$ cat src/sv/nslt_pkg.sv
// ----------------------------------------------------------------------------
// nslt_pkg
// Shared constants, codes and control types for the name/socket lookup table.
// ----------------------------------------------------------------------------
package nslt_pkg;

    localparam int CAPACITY   = 16;
    localparam int NAME_BYTES = 128;

    localparam int SLOT_W = $clog2(CAPACITY);
    localparam int BYTE_W = $clog2(NAME_BYTES);
    localparam int LEN_W  = $clog2(NAME_BYTES + 1);
    localparam int CNT_W  = $clog2(CAPACITY + 1);

    localparam int CMD_W      = 2;
    localparam int STATUS_W   = 2;
    localparam int OUT_SLOT_W = 4;
    localparam int OUT_CNT_W  = 5;
    localparam int SOCK_W     = 16;

    localparam logic [CMD_W-1:0] CMD_ADD       = 2'd0;
    localparam logic [CMD_W-1:0] CMD_FIND_NAME = 2'd1;
    localparam logic [CMD_W-1:0] CMD_FIND_SOCK = 2'd2;
    localparam logic [CMD_W-1:0] CMD_REMOVE    = 2'd3;

    localparam logic [STATUS_W-1:0] ST_OK        = 2'd0;
    localparam logic [STATUS_W-1:0] ST_NOT_FOUND = 2'd1;
    localparam logic [STATUS_W-1:0] ST_FULL      = 2'd2;

    typedef struct packed {
        logic                stage_en;
        logic                latch;
        logic                slot_clr;
        logic                slot_inc;
        logic                byte_clr;
        logic                byte_inc;
        logic                name_wr;
        logic                add_commit;
        logic                remove_commit;
        logic                res_set;
        logic [STATUS_W-1:0] res_code;
        logic                out_load;
    } ctl_t;

    typedef struct packed {
        logic [CMD_W-1:0] op;
        logic             slot_last;
        logic             slot_free;
        logic             sock_hit;
        logic             len_eq;
        logic             byte_eq;
        logic             byte_last;
        logic             staged_empty;
        logic             out_busy;
    } stat_t;

endpackage

$ cat src/sv/nslt_ctrl.sv
// ----------------------------------------------------------------------------
// nslt_ctrl
// Sequencer that walks the slots and name bytes for each request.
// ----------------------------------------------------------------------------
module nslt_ctrl
    import nslt_pkg::*;
(
    input  logic             clk,
    input  logic             rst_n,
    input  logic             in_valid,
    output logic             in_ready,
    input  logic [CMD_W-1:0] command,
    input  logic             name_last,
    input  stat_t            stat,
    output ctl_t             ctl
);

    localparam logic [2:0] S_IDLE     = 3'd0;
    localparam logic [2:0] S_SCAN     = 3'd1;
    localparam logic [2:0] S_CMP_RD   = 3'd2;
    localparam logic [2:0] S_CMP_CHK  = 3'd3;
    localparam logic [2:0] S_COPY_RD  = 3'd4;
    localparam logic [2:0] S_COPY_WR  = 3'd5;
    localparam logic [2:0] S_RESP     = 3'd6;

    logic [2:0] state_reg;
    logic [2:0] state_next;
    logic       accept;

    assign in_ready = (state_reg == S_IDLE);
    assign accept   = in_valid && in_ready;

    always_ff @(posedge clk or negedge rst_n)
    begin
        if (!rst_n)
        begin
            state_reg <= S_IDLE;
        end
        else
        begin
            state_reg <= state_next;
        end
    end

    always_comb
    begin
        state_next = state_reg;
        ctl        = '0;
        ctl.res_code = ST_OK;
        unique case (state_reg)
            S_IDLE:
            begin
                if (accept)
                begin
                    if (command == CMD_FIND_SOCK)
                    begin
                        ctl.latch    = 1'b1;
                        ctl.slot_clr = 1'b1;
                        state_next   = S_SCAN;
                    end
                    else
                    begin
                        ctl.stage_en = 1'b1;
                        if (name_last)
                        begin
                            ctl.latch    = 1'b1;
                            ctl.slot_clr = 1'b1;
                            state_next   = S_SCAN;
                        end
                    end
                end
            end
            S_SCAN:
            begin
                case (stat.op)
                    CMD_FIND_SOCK:
                    begin
                        if (stat.sock_hit)
                        begin
                            ctl.res_set = 1'b1;
                            state_next  = S_RESP;
                        end
                        else if (stat.slot_last)
                        begin
                            ctl.res_set  = 1'b1;
                            ctl.res_code = ST_NOT_FOUND;
                            state_next   = S_RESP;
                        end
                        else
                        begin
                            ctl.slot_inc = 1'b1;
                        end
                    end
                    CMD_ADD:
                    begin
                        if (stat.slot_free)
                        begin
                            if (stat.staged_empty)
                            begin
                                ctl.add_commit = 1'b1;
                                ctl.res_set    = 1'b1;
                                state_next     = S_RESP;
                            end
                            else
                            begin
                                ctl.byte_clr = 1'b1;
                                state_next   = S_COPY_RD;
                            end
                        end
                        else if (stat.slot_last)
                        begin
                            ctl.res_set  = 1'b1;
                            ctl.res_code = ST_FULL;
                            state_next   = S_RESP;
                        end
                        else
                        begin
                            ctl.slot_inc = 1'b1;
                        end
                    end
                    default:
                    begin
                        if (stat.len_eq)
                        begin
                            ctl.byte_clr = 1'b1;
                            state_next   = S_CMP_RD;
                        end
                        else if (stat.slot_last)
                        begin
                            ctl.res_set  = 1'b1;
                            ctl.res_code = ST_NOT_FOUND;
                            state_next   = S_RESP;
                        end
                        else
                        begin
                            ctl.slot_inc = 1'b1;
                        end
                    end
                endcase
            end
            S_CMP_RD:
            begin
                state_next = S_CMP_CHK;
            end
            S_CMP_CHK:
            begin
                if (!stat.byte_eq)
                begin
                    if (stat.slot_last)
                    begin
                        ctl.res_set  = 1'b1;
                        ctl.res_code = ST_NOT_FOUND;
                        state_next   = S_RESP;
                    end
                    else
                    begin
                        ctl.slot_inc = 1'b1;
                        state_next   = S_SCAN;
                    end
                end
                else if (stat.byte_last)
                begin
                    ctl.remove_commit = (stat.op == CMD_REMOVE);
                    ctl.res_set       = 1'b1;
                    state_next        = S_RESP;
                end
                else
                begin
                    ctl.byte_inc = 1'b1;
                    state_next   = S_CMP_RD;
                end
            end
            S_COPY_RD:
            begin
                state_next = S_COPY_WR;
            end
            S_COPY_WR:
            begin
                ctl.name_wr = 1'b1;
                if (stat.byte_last)
                begin
                    ctl.add_commit = 1'b1;
                    ctl.res_set    = 1'b1;
                    state_next     = S_RESP;
                end
                else
                begin
                    ctl.byte_inc = 1'b1;
                    state_next   = S_COPY_RD;
                end
            end
            S_RESP:
            begin
                if (!stat.out_busy)
                begin
                    ctl.out_load = 1'b1;
                    state_next   = S_IDLE;
                end
            end
            default:
            begin
                state_next = S_IDLE;
            end
        endcase
    end

endmodule

$ cat config.mk
export PLATFORM = sky130hd
export DESIGN_NAME = nslt_ctrl
export DESIGN_NICKNAME = d
export VERILOG_FILES = /design/src/sv/nslt_pkg.sv /design/src/sv/nslt_ctrl.sv
export SDC_FILE = /design/constraint.sdc
export NUM_CORES = 1
export LEC_CHECK = 0
export ABC_AREA = 1
export BUFFER_PORTS_ARGS = -buffer_cell sky130_fd_sc_hd__buf_2
export CORE_AREA = 2 2 39 41
export DETAILED_ROUTE_END_ITERATION = 8
export DIE_AREA = 0 0 41 43
export PLACE_DENSITY = 0.67
export REMOVE_ABC_BUFFERS = 1
export SYNTH_ARGS = -nofsm -noshare
export SYNTH_HDL_FRONTEND = slang
export SYNTH_SLANG_ARGS = --single-unit
$ cat constraint.sdc
create_clock -name clk -period 1.8 [get_ports clk]
set_input_delay 0.09 -clock clk [delete_from_list [all_inputs] [get_ports clk]]
set_output_delay 0.09 -clock clk [all_outputs]
set_load 0.02 [all_outputs]
==> flow_metrics.env <==
export IMPL_status="finished, final reports clean"
export IMPL_power_frac_comb_pct=63.4
export IMPL_clk_latency_ns=0.23
export IMPL_tns_ns=0
export IMPL_fmax_mhz=616
export IMPL_synth_commonest_cells="nand2_1, inv_1, nor2_1, nand3_1"
export IMPL_placed_cell_area_um2=639
export IMPL_drt_iter0_drc=14
export IMPL_fin_crit_ns=1.62
export IMPL_vias_per_cell=4.89
export IMPL_startpoint_type="register"
export IMPL_synth_edf_count=0
export IMPL_antenna_found_initial=0
export IMPL_pwr_density_cell_nw_per_um2=1150
export IMPL_grt_pass1_vias=540
export IMPL_gp_congestion=0.811
export IMPL_drive_above_1_share_pct=33.1
export IMPL_via_count=670
export IMPL_area_growth_pct=40.3
export IMPL_fin_util_pct=48.8
export IMPL_io_buffers=29
export IMPL_p_clk_share_pct=14.7
export IMPL_reg2reg_depth=5
export IMPL_regToRegSetupSlack_ns=0.60
export IMPL_relSlewSlack_pct=81.5
export IMPL_synthDistinctLibCells=21
export IMPL_coreArea_um2=1380
export IMPL_cts_root_buf="clkbuf_4"
export IMPL_route_detailed_drc=0
export IMPL_p_leak_nw=0.395
export IMPL_dpl_cell_count=132
export IMPL_synth_area_top_cells="nand2_1, dfrtp_1, inv_1, nand3_1, nor2_1"
export IMPL_worst_slew_pin_slew_ns=0.276
export IMPL_drt_pass1_iter_count=4
export IMPL_yosysTopAreaCell="nand2_1"
export IMPL_hold_slack_ns=0.182
export IMPL_regToRegStartpoint="state_reg[1]$_DFFE_PN0P_"
export IMPL_grt_use_total_pct=15.9
export IMPL_clkTransAtPathRegs_ns=0.04
export IMPL_num_nets_final=138
export IMPL_avgSynthCellArea_um2=5.47
export IMPL_netlist_instances=88
export IMPL_overflow=0
export IMPL_synth_ff_latch_count=3
export IMPL_num_io_pins=30
export IMPL_h_tree_depth=1
export IMPL_rsz0062_at_grt="false"
export IMPL_numCtsBuffers=3
export IMPL_largest_reg_flops=3
export IMPL_p_int_mw=0.359
export IMPL_ys_flop_type="dfrtp_1"
export IMPL_detail_route_wl_per_cell_um=9.42
export IMPL_routed_wl_um=1290
export IMPL_hold_class="in2async"
export IMPL_final_area_um2=676
export IMPL_r2r_end="state_reg[2]$_DFFE_PN0P_"
export IMPL_ys_seq_area_share_pct=15.6
export IMPL_setup_worst_path_end_class="primary output"
export IMPL_grt_max_degree=8
export IMPL_ir_worst_vdd_mv=0.497
export IMPL_cts_resized=0
export IMPL_start_util_pct=34.8
export IMPL_dieArea_um2=1760
export IMPL_final_antenna_net_count=0
export IMPL_grt_pass1_wl_um=2010
export IMPL_yosysTopAreaCellShare_pct=19.5
export IMPL_finalSetupViolCount=0
export IMPL_path_class="reg2out"
export IMPL_chipWidth_um=41
export IMPL_syn_area_um2=482
export IMPL_layoutNonFillerInstCount=137
export IMPL_row_count=14
export IMPL_async_flop_share_pct=100
export IMPL_synth_most_common_cell="nand2_1"
export IMPL_seqPwrFrac_pct=22.0
export IMPL_fill_cells=148
export IMPL_cp_max_fo=7
export IMPL_hold_viol=0
export IMPL_cts_sinks=3
export IMPL_switching_power_mw=0.421
export IMPL_antenna_cells_inserted=0
export IMPL_required_ns=1.71
export IMPL_fin_crit_sh_pct=90.1
export IMPL_cp_arrival_ns=1.53
export IMPL_sw_frac_of_total_pct=54.0
export IMPL_die_h_um=43
export IMPL_finClkSkew_ns=0.00401
export IMPL_yosys_warnings=0
export IMPL_drv_slew=0
export IMPL_cts_tree="built"
export IMPL_maxCapViolCount=0
export IMPL_cts_max_path_buffers=2
export IMPL_dpl_hpwl_um=1110
[timing repair]
item,in CTS,in global routing
hold buffers,1,0
hold endpoints to repair,3,0
endpoints found under the setup margin,0,0
buffers inserted,0,0
[logic make-up after synthesis]
kind of cell           share of synthesized area [%]
buffers and inverters                           14.0
flip-flops                                      15.6
AO/OA/AOI/OAI                                   12.7
AND/OR/NAND/NOR                                 57.7
[final cells by class]
cell class	instances	area, um2	area share [%]
multi-input combinational	68	339	50.2
sequential	3	75.1	11.1
timing repair buffer	30	155	23.0
tap	16	20.0	2.96
inverter	16	60.1	8.89
clock buffer	4	26.3	3.89
[layout by cell type, fill, tap and decap left out]
cell,synthesis,final
a21oi_1,5,5
a31oi_1,1,1
and2_1,1,1
buf_2,0,29
clkbuf_1,0,1
clkbuf_4,0,3
dfrtp_1,3,3
dlygate4sd3_1,0,1
inv_1,13,13
inv_2,3,3
nand2_1,25,25
nand2_2,1,1
nand3_1,8,8
nand3_2,1,1
nand3b_1,2,2
nand4_1,3,3
nor2_1,10,10
nor3_1,1,1
nor3_2,1,1
nor3_4,1,1
nor4_1,1,1
nor4_2,1,1
o21ai_0,5,5
o21ai_1,1,1
[metrics by stage]
step | setup WS, ns | total power [mW]
after floorplan | -0.0210 | 0.522
after global placement | 0.436 | 0.660
after detailed placement | 0.429 | 0.666
after CTS | 0.171 | 0.789
after global routing | 0.0145 | 0.873
final | 0.178 | 0.780
[layer usage]
metal | up-vias | routed length (um) | GRT usage [%] | part of all wire, %
li1 | 357 | - | - | -
met1 | 285 | 579 | 20.4 | 45
met2 | 28 | 620 | 26.9 | 48
met3 | 0 | 90 | 3.14 | 7.0
met4 | 0 | 0 | 2.00 | 0
met5 | - | 0 | 0 | 0
[power groups by stage]
| stage | clock (mW) | combinational (mW) | sequential [mW] |
|---|---|---|---|
| CTS | 0.120 | 0.499 | 0.171 |
| global route | 0.133 | 0.560 | 0.180 |
| detailed placement | 0 | 0.496 | 0.170 |
| global placement | 0 | 0.493 | 0.167 |
| finish | 0.115 | 0.494 | 0.171 |
| floorplan | 0 | 0.366 | 0.157 |
[worst max-delay path by stage]
stage,slack (ns),end,cells past startpoint,from
6_report,0.18,ctl[1],6,state_reg[1]$_DFFE_PN0P_
3_5_place_dp,0.43,ctl[1],6,state_reg[1]$_DFFE_PN0P_
5_1_grt,0.01,ctl[1],6,state_reg[1]$_DFFE_PN0P_
3_3_place_gp,0.44,ctl[1],6,state_reg[1]$_DFFE_PN0P_
2_1_floorplan,-0.02,ctl[10],3,state_reg[1]$_DFFE_PN0P_
4_1_cts,0.17,ctl[1],6,state_reg[1]$_DFFE_PN0P_
[critical path, cell delays in order (launching register included)]
cell and delay (ns):
dfrtp_1 0.45, inv_2 0.15, nand3_1 0.17, nor2_1 0.21, inv_1 0.06, o21ai_1 0.10
buf_2 0.17
No activity file was read; power rests on OpenSTA's default activity.
